## config.mk

```make
export PLATFORM = sky130hd
export DESIGN_NAME = md4_hash_engine_unit
export DESIGN_NICKNAME = d
export VERILOG_FILES = /design/src/design/md4he_pkg.sv /design/src/design/md4he_ctrl.sv /design/src/design/md4he_dp.sv /design/src/design/md4_hash_engine_unit.sv
export SDC_FILE = /design/constraint.sdc
export NUM_CORES = 2
export LEC_CHECK = 0
export ABC_AREA = 1
export BUFFER_PORTS_ARGS = -buffer_cell sky130_fd_sc_hd__buf_2
export CAP_MARGIN = 25
export CORE_ASPECT_RATIO = 1.2
export CORE_UTILIZATION = 37
export DETAILED_ROUTE_END_ITERATION = 8
export RECOVER_POWER = 25
export SYNTH_ARGS = -nofsm -noshare
export SYNTH_HDL_FRONTEND = slang
export SYNTH_SLANG_ARGS = --single-unit
export TNS_END_PERCENT = 50
```

## constraint.sdc

```tcl
create_clock -name clock -period 10.7 [get_ports clock]
set_input_delay 1.07 -clock clock [delete_from_list [all_inputs] [get_ports clock]]
set_output_delay 1.07 -clock clock [all_outputs]
set_load 0.02 [all_outputs]
```

## src/design/md4he_pkg.sv

```systemverilog
// Shared types, constants and step tables for the MD4 hash engine.
// No dependencies; imported by the controller, datapath and top level.
`timescale 1ns / 1ps

package md4he_pkg;

   localparam int unsigned WordW  = 32;
   localparam int unsigned CountW = 61;
   localparam int unsigned StepW  = 6;

   localparam logic [WordW-1:0] InitA = 32'h67452301;
   localparam logic [WordW-1:0] InitB = 32'hefcdab89;
   localparam logic [WordW-1:0] InitC = 32'h98badcfe;
   localparam logic [WordW-1:0] InitD = 32'h10325476;
   localparam logic [WordW-1:0] KRound2 = 32'h5A827999;
   localparam logic [WordW-1:0] KRound3 = 32'h6ED9EBA1;

   localparam logic [StepW-1:0] LastStep = 6'd47;

   // commands from the controller to the datapath
   typedef struct packed {
      logic             byte_wr;  // pack the accepted byte, advance the count
      logic             load;     // copy the chaining value into the working set
      logic             step;     // run one round step
      logic [StepW-1:0] step_idx;
      logic             add;      // add the working set back into the chaining value
      logic             pad;      // 0x80 marker, zero tail, length if it fits
      logic             zlen;     // zero block carrying only the length
      logic             finish;   // hand the digest to the output stage, reset
   } cmd_type;

   // status from the datapath to the controller
   typedef struct packed {
      logic block_full;  // next byte completes a block
      logic pad_long;    // marker lands past byte 55: two padding blocks
      logic out_busy;    // output stage still holds a digest
   } sts_type;

   // message word used by a step
   function automatic logic [3:0] msg_sel(input logic [StepW-1:0] step);
      logic [3:0] i;
      logic [3:0] sel;
      begin
         i = step[3:0];
         case (step[5:4])
            2'd0:    sel = i;
            2'd1:    sel = {i[1:0], i[3:2]};
            2'd2:    sel = {i[0], i[1], i[2], i[3]};
            default: sel = i;
         endcase
         return sel;
      end
   endfunction

   // left rotation of a step
   function automatic logic [4:0] rot_amt(input logic [StepW-1:0] step);
      logic [4:0] s;
      begin
         case ({step[5:4], step[1:0]})
            4'b0000: s = 5'd3;
            4'b0001: s = 5'd7;
            4'b0010: s = 5'd11;
            4'b0011: s = 5'd19;
            4'b0100: s = 5'd3;
            4'b0101: s = 5'd5;
            4'b0110: s = 5'd9;
            4'b0111: s = 5'd13;
            4'b1000: s = 5'd3;
            4'b1001: s = 5'd9;
            4'b1010: s = 5'd11;
            4'b1011: s = 5'd15;
            default: s = 5'd3;
         endcase
         return s;
      end
   endfunction

endpackage

```

## src/design/md4he_ctrl.sv

```systemverilog
// Sequencer of the MD4 hash engine: input handshake, compression and
// padding order, digest hand-off. Depends on md4he_pkg.
`timescale 1ns / 1ps

module md4he_ctrl (
   input  logic                clock,
   input  logic                reset,
   input  logic                req_tvalid,
   output logic                req_tready,
   input  logic                req_tuser,
   input  logic                req_tlast,
   input  md4he_pkg::sts_type  sts,
   output md4he_pkg::cmd_type  cmd
);
   import md4he_pkg::*;

   localparam logic [2:0] StIdle  = 3'd0;
   localparam logic [2:0] StLoad  = 3'd1;
   localparam logic [2:0] StRound = 3'd2;
   localparam logic [2:0] StAdd   = 3'd3;
   localparam logic [2:0] StPad   = 3'd4;
   localparam logic [2:0] StZlen  = 3'd5;
   localparam logic [2:0] StDone  = 3'd6;

   localparam logic [1:0] KindData  = 2'd0;
   localparam logic [1:0] KindPad1  = 2'd1;
   localparam logic [1:0] KindFinal = 2'd2;

   logic [2:0]       state_ff, state_in;
   logic [1:0]       kind_ff, kind_in;
   logic             end_pend_ff, end_pend_in;
   logic [StepW-1:0] step_ff, step_in;
   logic             accept;

   assign req_tready = (state_ff == StIdle);
   assign accept     = req_tvalid & req_tready;

   always_comb begin
      state_in    = state_ff;
      kind_in     = kind_ff;
      end_pend_in = end_pend_ff;
      step_in     = step_ff;
      cmd         = '0;
      cmd.step_idx = step_ff;
      case (state_ff)
         StIdle: begin
            cmd.byte_wr = accept & req_tuser;
            if (accept) begin
               if (req_tuser && sts.block_full) begin
                  kind_in     = KindData;
                  end_pend_in = req_tlast;
                  state_in    = StLoad;
               end else if (req_tlast) begin
                  state_in = StPad;
               end
            end
         end
         StLoad: begin
            cmd.load = 1'b1;
            step_in  = '0;
            state_in = StRound;
         end
         StRound: begin
            cmd.step = 1'b1;
            step_in  = step_ff + 1'b1;
            if (step_ff == LastStep) state_in = StAdd;
         end
         StAdd: begin
            cmd.add = 1'b1;
            case (kind_ff)
               KindData:  state_in = end_pend_ff ? StPad : StIdle;
               KindPad1:  state_in = StZlen;
               KindFinal: state_in = StDone;
               default:   state_in = StIdle;
            endcase
         end
         StPad: begin
            cmd.pad  = 1'b1;
            kind_in  = sts.pad_long ? KindPad1 : KindFinal;
            state_in = StLoad;
         end
         StZlen: begin
            cmd.zlen = 1'b1;
            kind_in  = KindFinal;
            state_in = StLoad;
         end
         StDone: begin
            // hold until the previous digest has left
            if (!sts.out_busy) begin
               cmd.finish = 1'b1;
               state_in   = StIdle;
            end
         end
         default: state_in = StIdle;
      endcase
   end

   always_ff @(posedge clock) begin
      if (reset) begin
         state_ff    <= StIdle;
         kind_ff     <= KindData;
         end_pend_ff <= 1'b0;
         step_ff     <= '0;
      end else begin
         state_ff    <= state_in;
         kind_ff     <= kind_in;
         end_pend_ff <= end_pend_in;
         step_ff     <= step_in;
      end
   end

endmodule

```

## src/design/md4he_dp.sv

```systemverilog
// Datapath of the MD4 hash engine: block buffer, byte count, chaining value,
// one round step per cycle and the digest output stage. Depends on md4he_pkg.
`timescale 1ns / 1ps

module md4he_dp (
   input  logic                clock,
   input  logic                reset,
   input  logic [7:0]          req_tdata,
   input  md4he_pkg::cmd_type  cmd,
   output md4he_pkg::sts_type  sts,
   output logic                rsp_tvalid,
   input  logic                rsp_tready,
   output logic [31:0]         rsp_tdata,
   output logic [1:0]          rsp_tuser,
   output logic                rsp_tlast
);
   import md4he_pkg::*;

   logic [WordW-1:0]  blk_ff [16];
   logic [WordW-1:0]  blk_in [16];
   logic [CountW-1:0] cnt_ff, cnt_in;
   logic [WordW-1:0]  cv_ff [4];
   logic [WordW-1:0]  cv_in [4];
   logic [WordW-1:0]  va_ff, vb_ff, vc_ff, vd_ff;
   logic [WordW-1:0]  dig_ff [4];
   logic              out_valid_ff, out_valid_in;
   logic [1:0]        out_idx_ff, out_idx_in;

   logic [3:0]        wsel;
   logic [1:0]        lane;
   logic [63:0]       bit_len;
   logic [WordW-1:0]  fval, kval, xval, sum, rot_new;
   logic [63:0]       rot_dbl;

   function automatic logic [WordW-1:0] put_byte(input logic [WordW-1:0] old,
                                                 input logic [1:0] ln,
                                                 input logic [7:0] b);
      logic [WordW-1:0] r;
      begin
         if (ln == 2'd0) r = {24'b0, b};
         else r = old | ({24'b0, b} << {ln, 3'b000});
         return r;
      end
   endfunction

   assign wsel    = cnt_ff[5:2];
   assign lane    = cnt_ff[1:0];
   assign bit_len = {cnt_ff, 3'b000};

   assign sts.block_full = (cnt_ff[5:0] == 6'd63);
   assign sts.pad_long   = (cnt_ff[5:0] >= 6'd56);
   assign sts.out_busy   = out_valid_ff;

   // block buffer and byte count
   always_comb begin
      cnt_in = cnt_ff;
      for (int i = 0; i < 16; i++) blk_in[i] = blk_ff[i];
      if (cmd.byte_wr) begin
         blk_in[wsel] = put_byte(blk_ff[wsel], lane, req_tdata);
         cnt_in       = cnt_ff + 1'b1;
      end
      if (cmd.pad) begin
         for (int i = 0; i < 16; i++) begin
            if (4'(i) == wsel) blk_in[i] = put_byte(blk_ff[i], lane, 8'h80);
            else if (4'(i) > wsel) blk_in[i] = '0;
         end
         if (!sts.pad_long) begin
            blk_in[14] = bit_len[31:0];
            blk_in[15] = bit_len[63:32];
         end
      end
      if (cmd.zlen) begin
         for (int i = 0; i < 14; i++) blk_in[i] = '0;
         blk_in[14] = bit_len[31:0];
         blk_in[15] = bit_len[63:32];
      end
      if (cmd.finish) cnt_in = '0;
   end

   // one MD4 step: rotl(a + f(b,c,d) + x + k, s), then rotate the working set
   always_comb begin
      case (cmd.step_idx[5:4])
         2'd0: begin
            fval = (vb_ff & vc_ff) | (~vb_ff & vd_ff);
            kval = '0;
         end
         2'd1: begin
            fval = (vb_ff & vc_ff) | (vb_ff & vd_ff) | (vc_ff & vd_ff);
            kval = KRound2;
         end
         default: begin
            fval = vb_ff ^ vc_ff ^ vd_ff;
            kval = KRound3;
         end
      endcase
      xval    = blk_ff[msg_sel(cmd.step_idx)];
      sum     = va_ff + fval + xval + kval;
      rot_dbl = {sum, sum} << rot_amt(cmd.step_idx);
      rot_new = rot_dbl[63:32];
   end

   always_comb begin
      for (int i = 0; i < 4; i++) cv_in[i] = cv_ff[i];
      if (cmd.add) begin
         cv_in[0] = cv_ff[0] + va_ff;
         cv_in[1] = cv_ff[1] + vb_ff;
         cv_in[2] = cv_ff[2] + vc_ff;
         cv_in[3] = cv_ff[3] + vd_ff;
      end
      if (cmd.finish) begin
         cv_in[0] = InitA;
         cv_in[1] = InitB;
         cv_in[2] = InitC;
         cv_in[3] = InitD;
      end
   end

   // output stage: four beats, A first
   always_comb begin
      out_valid_in = out_valid_ff;
      out_idx_in   = out_idx_ff;
      if (rsp_tvalid && rsp_tready) begin
         out_idx_in = out_idx_ff + 1'b1;
         if (out_idx_ff == 2'd3) out_valid_in = 1'b0;
      end
      if (cmd.finish) begin
         out_valid_in = 1'b1;
         out_idx_in   = '0;
      end
   end

   assign rsp_tvalid = out_valid_ff;
   assign rsp_tdata  = dig_ff[out_idx_ff];
   assign rsp_tuser  = out_idx_ff;
   assign rsp_tlast  = (out_idx_ff == 2'd3);

   always_ff @(posedge clock) begin
      if (reset) begin
         cnt_ff       <= '0;
         cv_ff[0]     <= InitA;
         cv_ff[1]     <= InitB;
         cv_ff[2]     <= InitC;
         cv_ff[3]     <= InitD;
         out_valid_ff <= 1'b0;
         out_idx_ff   <= '0;
      end else begin
         cnt_ff       <= cnt_in;
         for (int i = 0; i < 4; i++) cv_ff[i] <= cv_in[i];
         out_valid_ff <= out_valid_in;
         out_idx_ff   <= out_idx_in;
      end
   end

   always_ff @(posedge clock) begin
      for (int i = 0; i < 16; i++) blk_ff[i] <= blk_in[i];
      if (cmd.load) begin
         va_ff <= cv_ff[0];
         vb_ff <= cv_ff[1];
         vc_ff <= cv_ff[2];
         vd_ff <= cv_ff[3];
      end else if (cmd.step) begin
         va_ff <= vd_ff;
         vb_ff <= rot_new;
         vc_ff <= vb_ff;
         vd_ff <= vc_ff;
      end
      if (cmd.finish) begin
         for (int i = 0; i < 4; i++) dig_ff[i] <= cv_ff[i];
      end
   end

endmodule

```

## src/design/md4_hash_engine_unit.sv

```systemverilog
// MD4 hash engine, byte-serial message digest.
// Request channel: one beat per item. req_tdata = data_byte, req_tuser =
//   byte_present, req_tlast = end_of_message. A beat with req_tuser low and
//   req_tlast low is idle and changes nothing.
// Response channel: four beats per message, digest words A, B, C, D.
//   rsp_tdata = digest_word, rsp_tuser = word_index, rsp_tlast on word D.
// Byte beats are taken while idle. A beat that completes a 64-byte
//   block holds req_tready low through the load, the 48 round steps on one
//   shared step unit and the feed-forward add.
// The end beat is followed by a padding step and the compression of the last
//   block, plus a length-only block and its compression if the length word
//   needs a second padding block, then by the hand-off of the digest to the
//   output register; the first digest beat appears the cycle after that.
// The digest sits in its own output register, so a stalled response side
//   does not stop byte beats; only the hand-off of the next digest waits
//   until all four beats of the previous one have been taken.
// Reset (synchronous, active high) loads the MD4 initial chaining value,
//   clears the byte count and drops any digest not yet taken.
// Depends on md4he_pkg, md4he_ctrl and md4he_dp.
`timescale 1ns / 1ps

module md4_hash_engine_unit (
   input  logic        clock,
   input  logic        reset,
   input  logic        req_tvalid,
   output logic        req_tready,
   input  logic [7:0]  req_tdata,   // [7:0] data_byte
   input  logic        req_tuser,   // [0] byte_present
   input  logic        req_tlast,
   output logic        rsp_tvalid,
   input  logic        rsp_tready,
   output logic [31:0] rsp_tdata,   // [31:0] digest_word
   output logic [1:0]  rsp_tuser,   // [1:0] word_index
   output logic        rsp_tlast
);
   import md4he_pkg::*;

   cmd_type cmd;
   sts_type sts;

   md4he_ctrl u_ctrl (
      .clock      (clock),
      .reset      (reset),
      .req_tvalid (req_tvalid),
      .req_tready (req_tready),
      .req_tuser  (req_tuser),
      .req_tlast  (req_tlast),
      .sts        (sts),
      .cmd        (cmd)
   );

   md4he_dp u_dp (
      .clock      (clock),
      .reset      (reset),
      .req_tdata  (req_tdata),
      .cmd        (cmd),
      .sts        (sts),
      .rsp_tvalid (rsp_tvalid),
      .rsp_tready (rsp_tready),
      .rsp_tdata  (rsp_tdata),
      .rsp_tuser  (rsp_tuser),
      .rsp_tlast  (rsp_tlast)
   );

endmodule

```

==> metrics.yaml <==
grt_pass1_vias: 58890
synthCells: 8533
min-delay-start: "u_dp.cv_ff[0][1]$_SDFFE_PP0N_"
num_vias: 63020
rr_worst_depth: 28
setup_viol: 0
finalMaxSlewViolations: 553
synth-seq-cells: 982
postCtsHoldBufs: 0
coreArea_mm2: 0.1646
grt_overflow_total: 0
grt_setup_unrepaired: "no"
crit_slowest_cell: "o21ai_0"
grt_pass1_wl_um: 389600
drt-pass1-iter-count: 9
synth-xor-area-share: 0.01354
drt.antenna.violating_nets: 0
synth_simple_gate_area_frac: 0.2355
power.switching_mw: 2.854
clock.fmax_ghz: 0.1294
cts_root_buf: "clkbuf_16"
dpl.hpwl_um: 179000
grtUsageTotal: 0.3076
cp_data_arrival_time_ns: 8.27
io_buffers: 50
crit_top_cell: "nand3_1"
r2r_slack_ns: 2.97
period_minus_slack_ns: 7.729
post_cts_buffers: 0
muxShareOfSynthArea: 0.001303
worst_pin_slew_ns: 4.115
start_util: 0.3733
final_nets: 8532
synth-edff-count: 315
whs_ns: 0.4282
multi_input_area_mm2: 0.03334
synthAdderAreaFrac: 0.06529
clock_latency_ns: 0.81
report.power.total_mw: 9.349
synth_cell_type_count: 68
fin_crit_sh: 0.7224
worstHoldEndpoint: "u_dp.dig_ff[0][1]$_DFFE_PP_"
num_io_pins: 51
slowest_delay_ns: 0.64
cp-start-kind: "flip-flop"
hold_viol: 0
cellPowerDensity_mw_per_mm2: 139.5
r2r_start: "u_ctrl.step_ff[4]$_SDFFE_PP0N_"
syn2layout_area_growth_pct: 9.057
synth-compound-area-share: 0.2252
route.detailed.drc: 0
cts_buffer_depth: 3
fillerInstances: 16910
holdPathStages: 0
status: "finished, violations left"
grt_max_degree: 203
violations: "max-capacitance violations, max-slew violations"
min_path_type: "reg -> reg"
h-tree-depth: 3
die_w_um: 374.0
cts_made_buffers: 109
crit_path_end_kind: "flip-flop"
syn_area_per_cell_um2: 7.200
synth-main-ff-cell: "dfxtp_1"
cts_resized: 0
cts.clk_slew.worst_paths_ns: 0.07
wl_per_cell_um: 25.38
worstReg2RegEnd: "u_dp.vb_ff[27]$_DFFE_PN_"
drt-vias-per-instance: 6.005
seq_area_frac_synth: 0.3713
grt_antenna_before_repair: 5
leakagePower_nw: 25.30
required_ns: 11.24
drtIter0Drc: 7286
cts_tree: "built"
synth_nets: 8813
seq_area_mm2: 0.02282
cp_max_fo: 44
swShare: 0.3052
pre_cts_slack_ns: 2.902
synth_top_family_by_area: "simple AND/OR/NAND/NOR gates"
setup_tns_ns: 0
seq_power_share: 0.421
power_frac_comb: 0.155
final_core_util: 0.4071
async_flop_share: 0
slew_headroom: -1.758
timing.final.ws_setup_ns: 2.971
gp_congestion: 0.9626
drive_gt1_frac: 0.05738
syn_area_mm2: 0.06144
rows: 163
cts_sinks: 982
path_class: "reg -> reg"
dieArea_mm2: 0.1677
dieHeight_um: 448.4
ir_drop_mv: 0.1303
finClkSkew_ns: 0.09775
internal_power_mw: 6.495
drv_cap: 11
clockPowerShare: 0.424
synth.yosys.warnings: 0
drt_wl_total_um: 266400
-- cells in the mapped netlist (29+ instances only) --
master,n,area [um2]
dfxtp_1,667,13350
o211ai_1,175,1314
nand3_1,1050,5255
inv_1,779,2924
clkbuf_1,421,1580
o21ai_0,890,4454
xor2_1,70,613.1
buf_1,49,183.9
o221ai_1,68,595.6
a21oi_1,1051,5260
nor2_1,588,2207
ha_1,175,2190
edfxtp_1,315,9459
o22ai_1,69,431.7
buf_2,90,450.4
nand2_1,1425,5349
fa_1,91,1822
nor3_1,94,470.5
a211oi_1,34,255.2
nand4_1,44,275.3
inv_2,29,108.9
-- power by group through the flow --
stage	clock (mW)	sequential, mW	combinational [mW]
floorplan	0	4.00	0.919
global placement	0	4.01	1.42
detailed placement	0	4.01	1.41
CTS	3.99	3.93	1.42
global route	4.12	3.94	1.57
finish	3.96	3.93	1.45
-- cells in the final DEF (no fill, tap or decap), drive strengths merged, types with 17 or more instances in the layout --
| cell type | n |
|---|---|
| nand3 | 1052 |
| clkinv | 34 |
| o21ai | 900 |
| nor4 | 22 |
| o211ai | 175 |
| nand2 | 1429 |
| nor3 | 101 |
| o32ai | 27 |
| o21a | 19 |
| a21o | 17 |
| o21bai | 23 |
| inv | 815 |
| clkbuf | 171 |
| nand4 | 48 |
| edfxtp | 315 |
| xor2 | 70 |
| or2 | 27 |
| fa | 91 |
| a32o | 27 |
| o22ai | 70 |
| ha | 175 |
| nor2 | 614 |
| o221ai | 68 |
| xnor2 | 25 |
| dfxtp | 667 |
| buf | 169 |
| a211oi | 34 |
| a21oi | 1053 |
-- worst max path at each step --
| stage | from | end |
|---|---|---|
| final | u_ctrl.step_ff[4]$_SDFFE_PP0N_ | u_dp.vb_ff[27]$_DFFE_PN_ |
| after global routing | u_ctrl.step_ff[4]$_SDFFE_PP0N_ | u_dp.vb_ff[24]$_DFFE_PN_ |
| after CTS | u_ctrl.step_ff[4]$_SDFFE_PP0N_ | u_dp.vb_ff[27]$_DFFE_PN_ |
| after detailed placement | u_ctrl.step_ff[4]$_SDFFE_PP0N_ | u_dp.vb_ff[27]$_DFFE_PN_ |
| after global placement | u_ctrl.step_ff[4]$_SDFFE_PP0N_ | u_dp.vb_ff[27]$_DFFE_PN_ |
| after floorplan | u_ctrl.state_ff[2]$_SDFFE_PP0P_ | u_dp.cv_ff[1][21]$_SDFFE_PP0N_ |
-- worst max-delay path: cells and delay by family (launching register included) --
| family | cells | cell delay, ns |
|---|---|---|
| AOI/OAI and AO/OA | 5 | 1.74 |
| and+or+nand+nor | 14 | 1.94 |
| DFF | 1 | 0.39 |
| buffers and inverters | 5 | 1.59 |
| adders and majority gates | 4 | 1.73 |
-- layer usage --
metal	share of wire	global-route usage
met5	0.00029	0
met4	0.082	0.2302
met3	0.081	0.05010
met2	0.46	0.5060
met1	0.38	0.3618
-- per-stage QoR --
step / std cells / cell area (um2)
global route: 10490 / 67000
detailed placement: 10280 / 63290
finish: 10490 / 67000
floorplan: 8533 / 61440
global placement: 10280 / 63280
CTS: 10490 / 66990
-- cell families (layout without fill, tap and decap cells) --
logic type,count (synthesis),after routing
simple gates,3315,3315
compound gates,2475,2475
buf+inv,1392,1207
flops,982,982
fa+ha+maj,266,266
xor+xnor,95,95
mux,8,8
other cells,0,1
-- cell type report --
type,count,share of cell area
multi-input cells,6159,0.4975
flip-flops and latches,982,0.3406
clock buffers,159,0.04712
inverters,819,0.04629
well taps,2145,0.04006
repair buffers,181,0.02028
clock inverters,48,0.008049
diodes,1,0.00003735
-- state kept, by name, indices dropped and copies added (netlist names), named ones only --
register	flops
u_dp.blk_ff	482
u_dp.cv_ff	128
u_dp.dig_ff	128
u_dp.cnt_ff	61
u_dp.va_ff	32
u_dp.vb_ff	32
u_dp.vc_ff	32
u_dp.vd_ff	32
u_ctrl.step_ff	6
u_ctrl.state_ff	3
u_ctrl.kind_ff	2
u_dp.rsp_tuser	2
u_ctrl.end_pend_ff	1
u_dp.rsp_tvalid	1
(Power assumes the default switching activity.)
